`src/rtl/khs_pkg.sv`:
```
// shared types, constants and the byte-wide crc step for the key hash slot block
package khs_pkg;

	localparam int unsigned KeyByteW  = 8;
	localparam int unsigned CrcW      = 16;
	localparam int unsigned SlotW     = 14;
	localparam int unsigned OutDataW  = 16;

	localparam logic [CrcW-1:0]     CrcPoly    = 16'h1021;
	localparam logic [CrcW-1:0]     CrcTopBit  = 16'h8000;
	localparam logic [KeyByteW-1:0] OpenBrace  = 8'h7B;
	localparam logic [KeyByteW-1:0] CloseBrace = 8'h7D;

	typedef enum logic [1:0] {
		PH_SEEK   = 2'd0,
		PH_INSIDE = 2'd1,
		PH_CLOSED = 2'd2
	} phase_t;

	typedef struct packed {
		logic [KeyByteW-1:0] key_byte;
		logic                last_byte;
	} item_t;

	typedef struct packed {
		logic [SlotW-1:0] slot;
		logic             used_tag;
	} result_t;

	// crc-16, msb first, one byte unrolled into eight shift steps
	function automatic logic [CrcW-1:0] crc_byte(input logic [CrcW-1:0] crc,
			input logic [KeyByteW-1:0] b);
		logic [CrcW-1:0] c;
		c = crc ^ {b, {(CrcW-KeyByteW){1'b0}}};
		for (int k = 0; k < KeyByteW; k++) begin
			if ((c & CrcTopBit) != '0) begin
				c = {c[CrcW-2:0], 1'b0} ^ CrcPoly;
			end else begin
				c = {c[CrcW-2:0], 1'b0};
			end
		end
		return c;
	endfunction

endpackage

```
`src/rtl/khs_in_stage.sv`:
```
// input register stage holding one key byte request
module khs_in_stage
	import khs_pkg::*;
(
	input  logic  clk,
	input  logic  arst_n,
	input  logic  in_valid,
	output logic  in_ready,
	input  item_t in_item,
	input  logic  advance,
	output logic  valid_s1,
	output item_t item_s1
);

	// stage is free when empty or when its request moves on this cycle
	assign in_ready = !valid_s1 || advance;

	always_ff @(posedge clk or negedge arst_n) begin
		if (!arst_n) begin
			valid_s1 <= 1'b0;
		end else if (in_ready) begin
			valid_s1 <= in_valid;
		end
	end

	always_ff @(posedge clk) begin
		if (in_ready && in_valid) begin
			item_s1 <= in_item;
		end
	end

endmodule

```
`src/rtl/khs_hash.sv`:
```
// running whole-key and hash-tag crc state with slot selection on the last byte
module khs_hash
	import khs_pkg::*;
(
	input  logic    clk,
	input  logic    arst_n,
	input  logic    advance,
	input  item_t   item_s1,
	output logic    result_valid,
	output result_t result
);

	logic [CrcW-1:0] whole_crc_q;
	logic [CrcW-1:0] tag_crc_q;
	phase_t          phase_q;
	logic            nonempty_q;

	logic [CrcW-1:0] whole_next;
	logic [CrcW-1:0] tag_next;
	phase_t          phase_next;
	logic            nonempty_next;
	logic            use_tag;

	always_comb begin
		whole_next    = crc_byte(whole_crc_q, item_s1.key_byte);
		tag_next      = tag_crc_q;
		phase_next    = phase_q;
		nonempty_next = nonempty_q;
		unique case (phase_q)
			PH_SEEK: begin
				if (item_s1.key_byte == OpenBrace) begin
					phase_next = PH_INSIDE;
				end
			end
			PH_INSIDE: begin
				if (item_s1.key_byte == CloseBrace) begin
					phase_next = PH_CLOSED;
				end else begin
					tag_next      = crc_byte(tag_crc_q, item_s1.key_byte);
					nonempty_next = 1'b1;
				end
			end
			default: begin
			end
		endcase
	end

	assign use_tag         = (phase_next == PH_CLOSED) && nonempty_next;
	assign result_valid    = advance && item_s1.last_byte;
	assign result.used_tag = use_tag;
	assign result.slot     = use_tag ? tag_next[SlotW-1:0] : whole_next[SlotW-1:0];

	always_ff @(posedge clk or negedge arst_n) begin
		if (!arst_n) begin
			whole_crc_q <= '0;
			tag_crc_q   <= '0;
			phase_q     <= PH_SEEK;
			nonempty_q  <= 1'b0;
		end else if (advance) begin
			if (item_s1.last_byte) begin
				// key done, start over for the next one
				whole_crc_q <= '0;
				tag_crc_q   <= '0;
				phase_q     <= PH_SEEK;
				nonempty_q  <= 1'b0;
			end else begin
				whole_crc_q <= whole_next;
				tag_crc_q   <= tag_next;
				phase_q     <= phase_next;
				nonempty_q  <= nonempty_next;
			end
		end
	end

	a_restart_after_last: assert property (@(posedge clk) disable iff (!arst_n)
		result_valid |=> (phase_q == PH_SEEK) && (whole_crc_q == '0) && !nonempty_q)
		else $error("crc state not cleared after last byte");

	a_nonempty_needs_brace: assert property (@(posedge clk) disable iff (!arst_n)
		nonempty_q |-> (phase_q != PH_SEEK))
		else $error("tag marked nonempty before an opening brace");

	a_tag_crc_needs_bytes: assert property (@(posedge clk) disable iff (!arst_n)
		(tag_crc_q != '0) |-> nonempty_q)
		else $error("tag crc moved without a tag byte");

endmodule

```
`src/rtl/khs_out_stage.sv`:
```
// result register toward the output stream
module khs_out_stage
	import khs_pkg::*;
(
	input  logic    clk,
	input  logic    arst_n,
	input  logic    load,
	input  result_t result,
	output logic    free,
	output logic    out_valid,
	input  logic    out_ready,
	output result_t result_q
);

	assign free = !out_valid || out_ready;

	always_ff @(posedge clk or negedge arst_n) begin
		if (!arst_n) begin
			out_valid <= 1'b0;
		end else if (free) begin
			out_valid <= load;
		end
	end

	always_ff @(posedge clk) begin
		if (load && free) begin
			result_q <= result;
		end
	end

endmodule

```
`src/rtl/key_hash_slot_crc16_top.sv`:
```
// Key hash slot unit. A key streams in one byte per request, in order, with tlast on its
// final byte; one result comes out per key, carrying the 14-bit slot (crc-16 poly 0x1021,
// init 0, msb first, modulo 16384) and a flag telling whether the crc covered the hash
// tag between the first '{' and the next '}' or the whole key. A new byte is taken every
// cycle: each byte passes an input register and one byte-wide crc step into the result
// register, and a result becomes valid there once its last byte leaves the input register.
// Intake stalls only while a finished result waits on m_axis_tready and the next last
// byte needs the result register.
module key_hash_slot_crc16_top
	import khs_pkg::*;
(
	input  logic                clk,
	input  logic                arst_n,
	input  logic                s_axis_tvalid,
	output logic                s_axis_tready,
	input  logic [KeyByteW-1:0] s_axis_tdata,  // [7:0] key_byte
	input  logic                s_axis_tlast,  // last_byte
	output logic                m_axis_tvalid,
	input  logic                m_axis_tready,
	output logic [OutDataW-1:0] m_axis_tdata,  // [13:0] slot, [15:14] zero
	output logic                m_axis_tuser   // used_tag
);

	item_t   in_item;
	item_t   item_s1;
	logic    valid_s1;
	logic    advance;
	logic    out_free;
	logic    result_valid;
	result_t result;
	result_t result_q;

	assign in_item.key_byte  = s_axis_tdata;
	assign in_item.last_byte = s_axis_tlast;

	// a byte that ends a key needs room in the result register
	assign advance = valid_s1 && (!item_s1.last_byte || out_free);

	khs_in_stage u_in (
		.clk      (clk),
		.arst_n   (arst_n),
		.in_valid (s_axis_tvalid),
		.in_ready (s_axis_tready),
		.in_item  (in_item),
		.advance  (advance),
		.valid_s1 (valid_s1),
		.item_s1  (item_s1)
	);

	khs_hash u_hash (
		.clk          (clk),
		.arst_n       (arst_n),
		.advance      (advance),
		.item_s1      (item_s1),
		.result_valid (result_valid),
		.result       (result)
	);

	khs_out_stage u_out (
		.clk       (clk),
		.arst_n    (arst_n),
		.load      (result_valid),
		.result    (result),
		.free      (out_free),
		.out_valid (m_axis_tvalid),
		.out_ready (m_axis_tready),
		.result_q  (result_q)
	);

	assign m_axis_tdata = {{(OutDataW-SlotW){1'b0}}, result_q.slot};
	assign m_axis_tuser = result_q.used_tag;

	a_last_gives_result: assert property (@(posedge clk) disable iff (!arst_n)
		result_valid |=> m_axis_tvalid)
		else $error("last byte advanced without a result");

	a_no_advance_blocked: assert property (@(posedge clk) disable iff (!arst_n)
		(valid_s1 && item_s1.last_byte && m_axis_tvalid && !m_axis_tready) |-> !advance)
		else $error("last byte advanced over a waiting result");

endmodule
```
`config.mk`:
```
export PLATFORM = sky130hd
export DESIGN_NAME = key_hash_slot_crc16_top
export DESIGN_NICKNAME = d
export VERILOG_FILES = /design/src/rtl/khs_pkg.sv /design/src/rtl/khs_in_stage.sv /design/src/rtl/khs_hash.sv /design/src/rtl/khs_out_stage.sv /design/src/rtl/key_hash_slot_crc16_top.sv
export SDC_FILE = /design/constraint.sdc
export NUM_CORES = 1
export LEC_CHECK = 0
export ABC_AREA = 0
export BUFFER_PORTS_ARGS = -buffer_cell sky130_fd_sc_hd__clkbuf_2
export CAP_MARGIN = 20
export CORE_MARGIN = 3
export CORE_UTILIZATION = 28
export DETAILED_ROUTE_END_ITERATION = 8
export PLACE_DENSITY_LB_ADDON = 0.05
export SYNTH_ARGS = -nofsm -noshare
export SYNTH_HDL_FRONTEND = slang
export SYNTH_HIERARCHICAL = 1
export SYNTH_SLANG_ARGS = --single-unit
```
`constraint.sdc`:
```
create_clock -name clk -period 4.7 [get_ports clk]
set_input_delay 0.94 -clock clk [delete_from_list [all_inputs] [get_ports clk]]
set_output_delay 0.94 -clock clk [all_outputs]
set_load 0.03 [all_outputs]
```
==> impl_metrics.csv, run 1 <==
group,metric,value,unit
setup_path,crit_end,"s_axis_tready",
sta,skew,0.00862,ns
grt,grt_pass1_wl,12400,um
setup_path,regToRegEndpoint,"u_out/result_q[3]",
cts,root_buffer,"clkbuf_8",
sta,period_share,59.3,%
sta,rsz0062_at_grt,"false",
die,core,10500,um2
sta,fin_crit,2.79,ns
sta,drv_slew,0,
cts,cts_setup_buffers,0,
setup_path,worstPathMaxFanout,12,
setup_path,crit_path_end_kind,"primary output",
synth,synth_seq_area_share,54.1,%
cts,cts.clk_slew.worst_paths,0.07,ns
synth,synth_cell_types,42,
synth,syn_area,3040,um2
setup_path,cp_data_required_time,3.76,ns
cts,ctsResizeCount,0,
drt,wire_per_inst,18.5,um
setup_path,start_kind,"input port",
die,placementRows,37,
sta,worstMarginPinSlew,0.762,ns
cts,numCtsBuffers,9,
layout,nFillCells,1106,
die,ios,32,
sta,fmaxAchievable,0.359,GHz
cts,htree_levels,3,
cts,clock_latency,0.34,ns
cts,cts.path.max_buffers,2,
setup_path,startpoint,"m_axis_tready",
sta,hold_slack,0.489,ns
die,die_w,110,um
grt,grt_usage,14.2,%
cts,clock_sinks,61,
layout,syn2layout_area_growth,15.1,%
job,drv_cap,0,
drt,wl,7810,um
cts,cts_hold_buf,0,
sta,tns,0,ns
sta,slew_headroom,49.1,%
drt,maxUsedRoutingLayer,"met4",
placed_design,dp_hpwl,5250,um
sta,setup_viol,0,
power_and_ir_drop,p_per_area,538,nW/um2
setup_path,path_cells,"clkbuf_2 -> nand2b_4 -> inv_1 -> a21boi_1 -> buf_4 -> nand2b_4 -> clkbuf_2",
drt,wl_met1,3920,um
die,die_y,110,um
drt,met2_length,3380,um
sta,hold_violations,0,
setup_path,critPathMaxStageDelay,0.20,ns
placed_design,dp_cells,406,
power_and_ir_drop,ir_drop,0.157,mV
setup_path,worstRegToRegCells,5,
placed_design,port_buffers,29,
die,die-area,12200,um2
synth,ys_ff_latch,61,
synth,syn_avg_cell_area,12.2,um2
drt,viasPerCell,4.68,
grt,grt_max_degree,38,
setup_path,r2r_start,"u_in/item_s1[1]",
grt,grt_overflow_total,0,
outcome,status,"complete, no violations",
setup_path,critPathSlowestCell,"buf_4",
cts,tritoncts,"done",
grt,grt_pass1_vias,2044,
power_and_ir_drop,p_leak,1.35,nW
setup_path,r2r_slack,2.20,ns
drt,via_count,1980,
grt,grt_antenna_before_repair,0,
placed_design,gp_congestion,0.719,
setup_path,crit_arrival,1.85,ns
die,start_util,29.1,%
drt,drt_pass1_iterations,4,
synth,ys_warn_count,6,
synth,syn_inst,249,
drt,drtIter0Drc,87,
drt,wl_met3,404,um
layout,antennaDiodeCount,0,
min_path,hp-class,"input port to asynchronous set/reset pin",
layout,final_nets,295,
drt,postRouteAntennaNets,0,
layout,drive_gt1_share,18.8,%
layout,layoutNonFillerInstCount,423,
drt,drc,0,
setup_path,critical_path_class,"input port to primary output",
## area by class of cell
type                    count  area (um2)  area share [%]
well taps                 136         170            4.86
repair buffers             33         188            5.36
multi-input cells         166        1300            37.1
clock inverters             5        27.5           0.786
clock buffers              11         131            3.75
inverters                  11        41.3            1.18
flip-flops and latches     61        1650            47.0
## logic make-up after synthesis
logic type / share of synthesized area (%)
simple gates: 8.80
mux: 3.29
other cells: 0.123
buf+inv: 3.74
xor+xnor: 14.8
flops: 54.1
compound gates: 15.2
## metal layers
metal	global-route usage, %	up-vias
met4	4.49	0
li1	-	956
met3	3.32	8
met2	20.6	55
met1	20.9	961
met5	0	-
## state kept, by name (all words and copies together) (netlist names)
| register | flops |
|---|---|
| u_in/valid_s1 | 1 |
| u_hash/tag_crc_q | 16 |
| u_out/out_valid | 1 |
| u_in/item_s1 | 9 |
| u_hash/phase_q | 2 |
| u_out/result_q | 15 |
| u_hash/nonempty_q | 1 |
| u_hash/whole_crc_q | 16 |
## placed cells by master (no fill, tap or decap), drive strengths merged, types with 6 or more instances in the layout
cell type / count
a22oi: 7
a31oi: 8
clkbuf: 40
clkinv: 6
dfrtp: 37
edfxtp: 24
inv: 10
mux2i: 10
nand2: 19
nand2b: 6
nor2: 8
o21ai: 6
o2bb2ai: 20
xnor2: 36
xor2: 10
## critical path: cells and delay by family
| kind | cells | cell delay, ns |
|---|---|---|
| simple gates | 2 | 0.27 |
| buf+inv | 4 | 0.51 |
| compound gates | 1 | 0.13 |
## how the worst min path moves through the flow
stage                           start                endpoint  slack (ns)  cells past startpoint
4_1_cts         u_hash/whole_crc_q[1]   u_hash/whole_crc_q[1]        0.51                      1
3_3_place_gp    u_hash/whole_crc_q[1]   u_hash/whole_crc_q[1]        0.49                      1
3_5_place_dp   u_hash/whole_crc_q[12]  u_hash/whole_crc_q[12]        0.50                      1
6_report                       arst_n     u_hash/tag_crc_q[8]        0.49                      1
5_1_grt                        arst_n         u_out/out_valid        0.50                      1
2_1_floorplan  u_hash/whole_crc_q[13]  u_hash/whole_crc_q[13]        0.48                      1
## cells in the mapped netlist (all sizes together)
cell / n / area share [%]
a21oi: 2 / 0.45
clkbuf: 5 / 0.62
a22oi: 7 / 1.7
inv: 10 / 1.2
and4: 1 / 0.29
nor2b: 4 / 0.82
a21boi: 1 / 0.25
nand2: 19 / 2.3
a22o: 4 / 1.2
o32ai: 1 / 0.29
a211oi: 1 / 0.66
o31ai: 4 / 0.99
or2b: 1 / 0.25
clkinv: 1 / 0.12
a21o: 2 / 0.49
nor2: 8 / 0.99
o221ai: 1 / 0.29
xnor3: 1 / 0.74
nand3b: 2 / 0.49
buf: 7 / 1.8
xnor2: 36 / 10
and2: 2 / 0.58
o41ai: 1 / 0.53
nor3: 1 / 0.16
nor4: 1 / 0.21
mux2i: 10 / 3.3
edfxtp: 24 / 24
conb: 1 / 0.12
a31oi: 8 / 1.6
nand4: 2 / 0.41
xor3: 1 / 0.78
nand2b: 6 / 1.7
o21ai: 6 / 0.99
dfrtp: 37 / 30
o2bb2ai: 20 / 5.8
xor2: 10 / 2.9
and4bb: 1 / 0.53
## per-stage QoR
stage                     setup WS (ns)  utilization, %  power [mW]  area, um2
after floorplan                    2.26               -        1.30       3050
after global placement             1.92            31.8        1.50       3320
after detailed placement           1.91            31.8        1.50       3320
after CTS                          1.90            33.3        1.92       3480
after global routing               1.82            33.5        2.02       3500
final                              1.91            33.5        1.88       3500
## where the power goes
group,leakage [nW],switching [mW],internal [mW]
clock,0.0845,0.216,0.188
sequential,0.722,0.0756,0.713
combinational,0.545,0.419,0.272
No activity file was read; power rests on OpenSTA's default activity.
==> run 2: changes to the inputs <==
Settings changed: ABC_AREA 0 to 1.
Clock period 4.7 ns to 2.4 ns, I/O delays scaled along.
==> impl_metrics.csv, run 2 <==
group,metric,value,unit
outcome,status,"complete, no violations",
layout,antennaDiodeCount,0,
setup_path,worstPathMaxFanout,13,
synth,yosysMostFrequentCell,"nand2_1",
setup_path,critical_path_class,"register to register",
setup_path,cp_data_required_time,2.49,ns
synth,ys_ff_latch,61,
cts,cts_hold_buf,0,
placed_design,dp_cells,619,
layout,final_common_cell,"nand2_1",
sta,hold_violations,0,
synth,synth-edff-count,24,
power_and_ir_drop,p_leak,2.02,nW
cts,tritoncts,"done",
synth,yosysTopAreaCell,"dfrtp_1",
layout,drive_gt1_share,17.8,%
setup_path,worstRegToRegCells,9,
placed_design,port_buffers,29,
sta,slew_headroom,60.5,%
die,start_util,29.5,%
die,placementRows,39,
die,die-area,13700,um2
grt,grt_overflow_total,0,
layout,syn2layout_area_growth,18.6,%
cts,ctsResizeCount,0,
layout,fin_area,4110,um2
sta,fin_crit,1.99,ns
cts,htree_levels,3,
placed_design,dp_hpwl,6880,um
grt,grt_usage,15.0,%
grt,grt_antenna_before_repair,0,
grt,grt_pass1_vias,2682,
synth,syn_area,3460,um2
synth,ys.flop_type,"dfrtp_1",
drt,postRouteAntennaNets,0,
drt,viasPerCell,4.33,
sta,setup_viol,0,
die,die_y,117,um
synth,synth_top_area_share,26.7,%
sta,drv_slew,0,
layout,final_nets,479,
min_path,hp-class,"input port to asynchronous set/reset pin",
sta,fmaxAchievable,0.501,GHz
synth,syn_avg_cell_area,8.00,um2
power_and_ir_drop,p_per_area,1030,nW/um2
cts,cts.path.max_buffers,2,
drt,drtIter0Drc,168,
layout,mostFrequentLayoutCells,"186 x nand2_1, 43 x inv_1, 37 x dfrtp_1, 29 x clkbuf_2, 24 x edfxtp_1",
cts,cts.clk_slew.worst_paths,0.06,ns
setup_path,start_kind,"register",
job,drv_cap,0,
sta,skew,0.0100,ns
drt,wl,9400,um
sta,tns,0,ns
drt,wire_per_inst,14.8,um
setup_path,crit_arrival,2.09,ns
cts,cts_setup_buffers,0,
synth,ys_warn_count,6,
cts,clock_latency,0.33,ns
cts,clock_sinks,61,
synth,synth_area_leaders,"dfrtp_1 27%, edfxtp_1 21%, nand2_1 20%, inv_1 4.7%, xor2_1 4.6%",
grt,grt_pass1_wl,15000,um
grt,grt_max_degree,21,
cts,root_buffer,"clkbuf_16",
drt,via_count,2750,
cts,numCtsBuffers,9,
drt,drt_pass1_iterations,5,
layout,largestRegisters,"u_hash/tag_crc_q: 16 flops, u_hash/whole_crc_q: 16 flops, u_out/result_q: 15 flops",
placed_design,place_area,3770,um2
sta,worstMarginPinSlew,0.592,ns
synth,synth_seq_area_share,47.5,%
die,ios,32,
sta,rsz0062_at_grt,"false",
drt,drc,0,
layout,layoutNonFillerInstCount,635,
synth,ys_top_cells_by_count,"186 x nand2_1, 43 x inv_1, 37 x dfrtp_1",
setup_path,crit_path_end_kind,"register",
placed_design,gp_congestion,0.814,
power_and_ir_drop,ir_drop,0.436,mV
synth,synth_cell_types,33,
die,die_w,117,um
sta,period_share,83.1,%
synth,synthArstFlopShare,60.7,%
synth,syn_inst,433,
power_and_ir_drop,power.total,4.25,mW
die,core,11800,um2
-- run 2: cell type report --
| type | count | area, um2 |
|---|---|---|
| Inverter | 48 | 180 |
| Sequential cell | 61 | 1650 |
| Tap cell | 164 | 205 |
| Clock inverter | 3 | 67.6 |
| Timing Repair Buffer | 37 | 218 |
| Fill cell | 1257 | 7650 |
| Clock buffer | 13 | 270 |
| Multi-Input combinational cell | 309 | 1520 |
-- run 2: metrics by stage --
step	hold WS, ns	utilization, %	setup slack, ns
global route	0.175	34.9	0.227
detailed placement	0.496	32.1	0.349
global placement	0.492	32.1	0.379
finish	0.140	34.9	0.405
CTS	0.151	34.9	0.363
floorplan	0.184	-	0.0825
-- run 2: worst max-delay path: stages (launching register included) --
cell and delay (ns):
edfxtp_1 0.49, inv_2 0.14, nand2_1 0.07, nor2_2 0.15
nand2_1 0.08, nand2_2 0.24, inv_2 0.18, or2_1 0.27
nand3_2 0.07, nand2_1 0.05
-- run 2: report_power, final --
part / internal [mW] / total, mW / leakage [nW] / switching, mW
registers: 1.36 / 1.51 / 0.723 / 0.148
clock network: 0.994 / 1.47 / 0.162 / 0.476
logic: 0.413 / 1.27 / 1.14 / 0.856
-- run 2: logic make-up (layout without fill, tap and decap cells) --
family,after synthesis,count (layout),share of synthesized area (%)
compound gates,49,49,8.09
xor+xnor,25,25,6.54
buf+inv,64,101,8.78
flops,61,61,47.5
other cells,1,2,0.108
simple gates,233,233,29.0
-- run 2: routing by layer --
layer	wire length, um	vias up	global-route usage, %
met5	0	-	0
met4	57	0	5.43
met3	405	4	3.24
met2	4180	66	22.7
met1	4760	1259	21.3
li1	-	1421	-
-- run 2: final timing paths --
path | startpoint | endpoint | slack [ns]
worst max-delay path | u_in/item_s1[2] | u_out/result_q[7] | 0.41
worst min-delay path | arst_n | u_hash/whole_crc_q[4] | 0.14
worst max register to register | u_in/item_s1[2] | u_out/result_q[7] | 0.41
worst min register to register | u_hash/whole_crc_q[5] | u_hash/whole_crc_q[5] | 0.50
max in group asynchronous | arst_n | u_hash/tag_crc_q[10] | 1.72
min in group clk | s_axis_tlast | u_in/item_s1[0] | 0.32
==> run 3: changes to the inputs <==
Clock period 2.4 ns to 2.03 ns, I/O delays scaled along.
==> impl_metrics.csv, run 3 (same netlist as run 2, synthesis figures left out) <==
group,metric,value,unit
die,start_util,29.5,%
sta,tns,0,ns
cts,clock_sinks,61,
sta,slew_headroom,62.8,%
placed_design,post-place-ws,0.131,ns
drt,wire_per_inst,15.3,um
cts,cts.path.max_buffers,2,
die,die-area,13700,um2
grt,grt_pass1_vias,2724,
placed_design,gp_congestion,0.812,
drt,drc,0,
min_path,hp-class,"input port to asynchronous set/reset pin",
setup_path,path_cells,"buf_4 -> nor2_1 -> nand3_1 -> nand2_1 -> nand2_1 -> nand2_2 -> o21ai_0",
die,ios,32,
layout,drive_gt1_share,18.8,%
sta,fmaxAchievable,0.530,GHz
setup_path,cp_data_required_time,2.10,ns
sta,period_share,92.9,%
cts,clock_latency,0.34,ns
placed_design,port_buffers,29,
drt,postRouteAntennaNets,0,
setup_path,critical_path_class,"register to register",
drt,viasPerCell,4.36,
power_and_ir_drop,power.total,4.90,mW
layout,final_nets,486,
cts,tritoncts,"done",
drt,drt_pass1_iterations,5,
cts,cts_hold_buf,0,
setup_path,start_kind,"register",
power_and_ir_drop,p_per_area,1190,nW/um2
sta,worst_slack,0.145,ns
setup_path,critPathSlowestCell,"edfxtp_1",
layout,largestRegisters,"u_hash/tag_crc_q: 16 flops, u_hash/whole_crc_q: 16 flops, u_out/result_q: 15 flops",
setup_path,crit_path_end_kind,"register",
cts,root_buffer,"clkbuf_16",
sta,drv_slew,0,
grt,grt_pass1_wl,15700,um
grt,grt_antenna_before_repair,0,
placed_design,dp_hpwl,7060,um
drt,drtIter0Drc,115,
sta,skew,0.00817,ns
grt,grt_max_degree,38,
job,drv_cap,0,
setup_path,path_common_cell,"nand2_1",
die,die_w,117,um
layout,final_common_cell,"nand2_1",
die,die_y,117,um
layout,mostFrequentLayoutCells,"186 x nand2_1, 43 x inv_1, 37 x dfrtp_1, 29 x clkbuf_2, 24 x edfxtp_1",
sta,rsz0062_at_grt,"false",
setup_path,crit_arrival,1.95,ns
sta,setup_viol,0,
grt,grt_overflow_total,0,
sta,worstMarginPinSlew,0.558,ns
drt,via_count,2798,
layout,antennaDiodeCount,0,
layout,syn2layout_area_growth,19.2,%
sta,fin_crit,1.89,ns
setup_path,worstPathMaxFanout,14,
power_and_ir_drop,ir_drop,0.740,mV
cts,numCtsBuffers,9,
cts,ctsResizeCount,0,
cts,cts_setup_buffers,0,
setup_path,critPathMaxStageDelay,0.49,ns
cts,htree_levels,3,
drt,wl,9820,um
outcome,status,"complete, no violations",
cts,cts.clk_slew.worst_paths,0.05,ns
power_and_ir_drop,p_leak,2.05,nW
sta,hold_violations,0,
grt,grt_usage,15.9,%
die,placementRows,39,
die,core,11800,um2
==> run 3: critical path, delay by kind of cell (launching register included) <==
family | cells | cell delay (ns)
and+or+nand+nor | 5 | 0.74
buffers and inverters | 1 | 0.21
AOI/OAI and AO/OA | 1 | 0.18
DFF | 1 | 0.49
==> run 3: final timing paths <==
path,start,to,slack [ns],cells after the start
worst max register to register,u_in/item_s1[3],u_out/result_q[9],0.14,7
worst max-delay path,u_in/item_s1[3],u_out/result_q[9],0.14,7
min in group clk,s_axis_tdata[7],u_in/item_s1[8],0.24,1
max in group asynchronous,arst_n,u_hash/tag_crc_q[10],1.50,2
worst min register to register,u_hash/whole_crc_q[5],u_hash/whole_crc_q[5],0.50,2
worst min-delay path,arst_n,u_hash/tag_crc_q[0],0.14,2
==> run 3: final cells by class <==
cell class	instances	area (um2)
clock buffers	11	233
fillers	1219	7630
clock inverters	5	75.1
well taps	164	205
flip-flops and latches	61	1650
multi-input cells	309	1520
repair buffers	44	270
inverters	48	180
==> run 3: power breakdown <==
group	internal (mW)	total, mW	switching, mW
logic	0.503	1.51	1.01
clock network	1.07	1.62	0.552
registers	1.61	1.77	0.160
==> run 3: per-stage QoR <==
stage | cell area, um2 | hold slack (ns) | util [%] | instances
2_1_floorplan | 3470 | 0.110 | - | 434
3_3_place_gp | 3820 | 0.483 | 32.5 | 626
3_5_place_dp | 3820 | 0.493 | 32.5 | 626
4_1_cts | 4130 | 0.163 | 35.1 | 642
5_1_grt | 4130 | 0.190 | 35.1 | 642
6_report | 4130 | 0.145 | 35.1 | 642
==> run 3: per-layer routing <==
layer	GRT usage, %	wire length [um]
met5	0	0
met4	4.13	99
met3	5.45	478
met2	24.4	4440
met1	21.5	4790
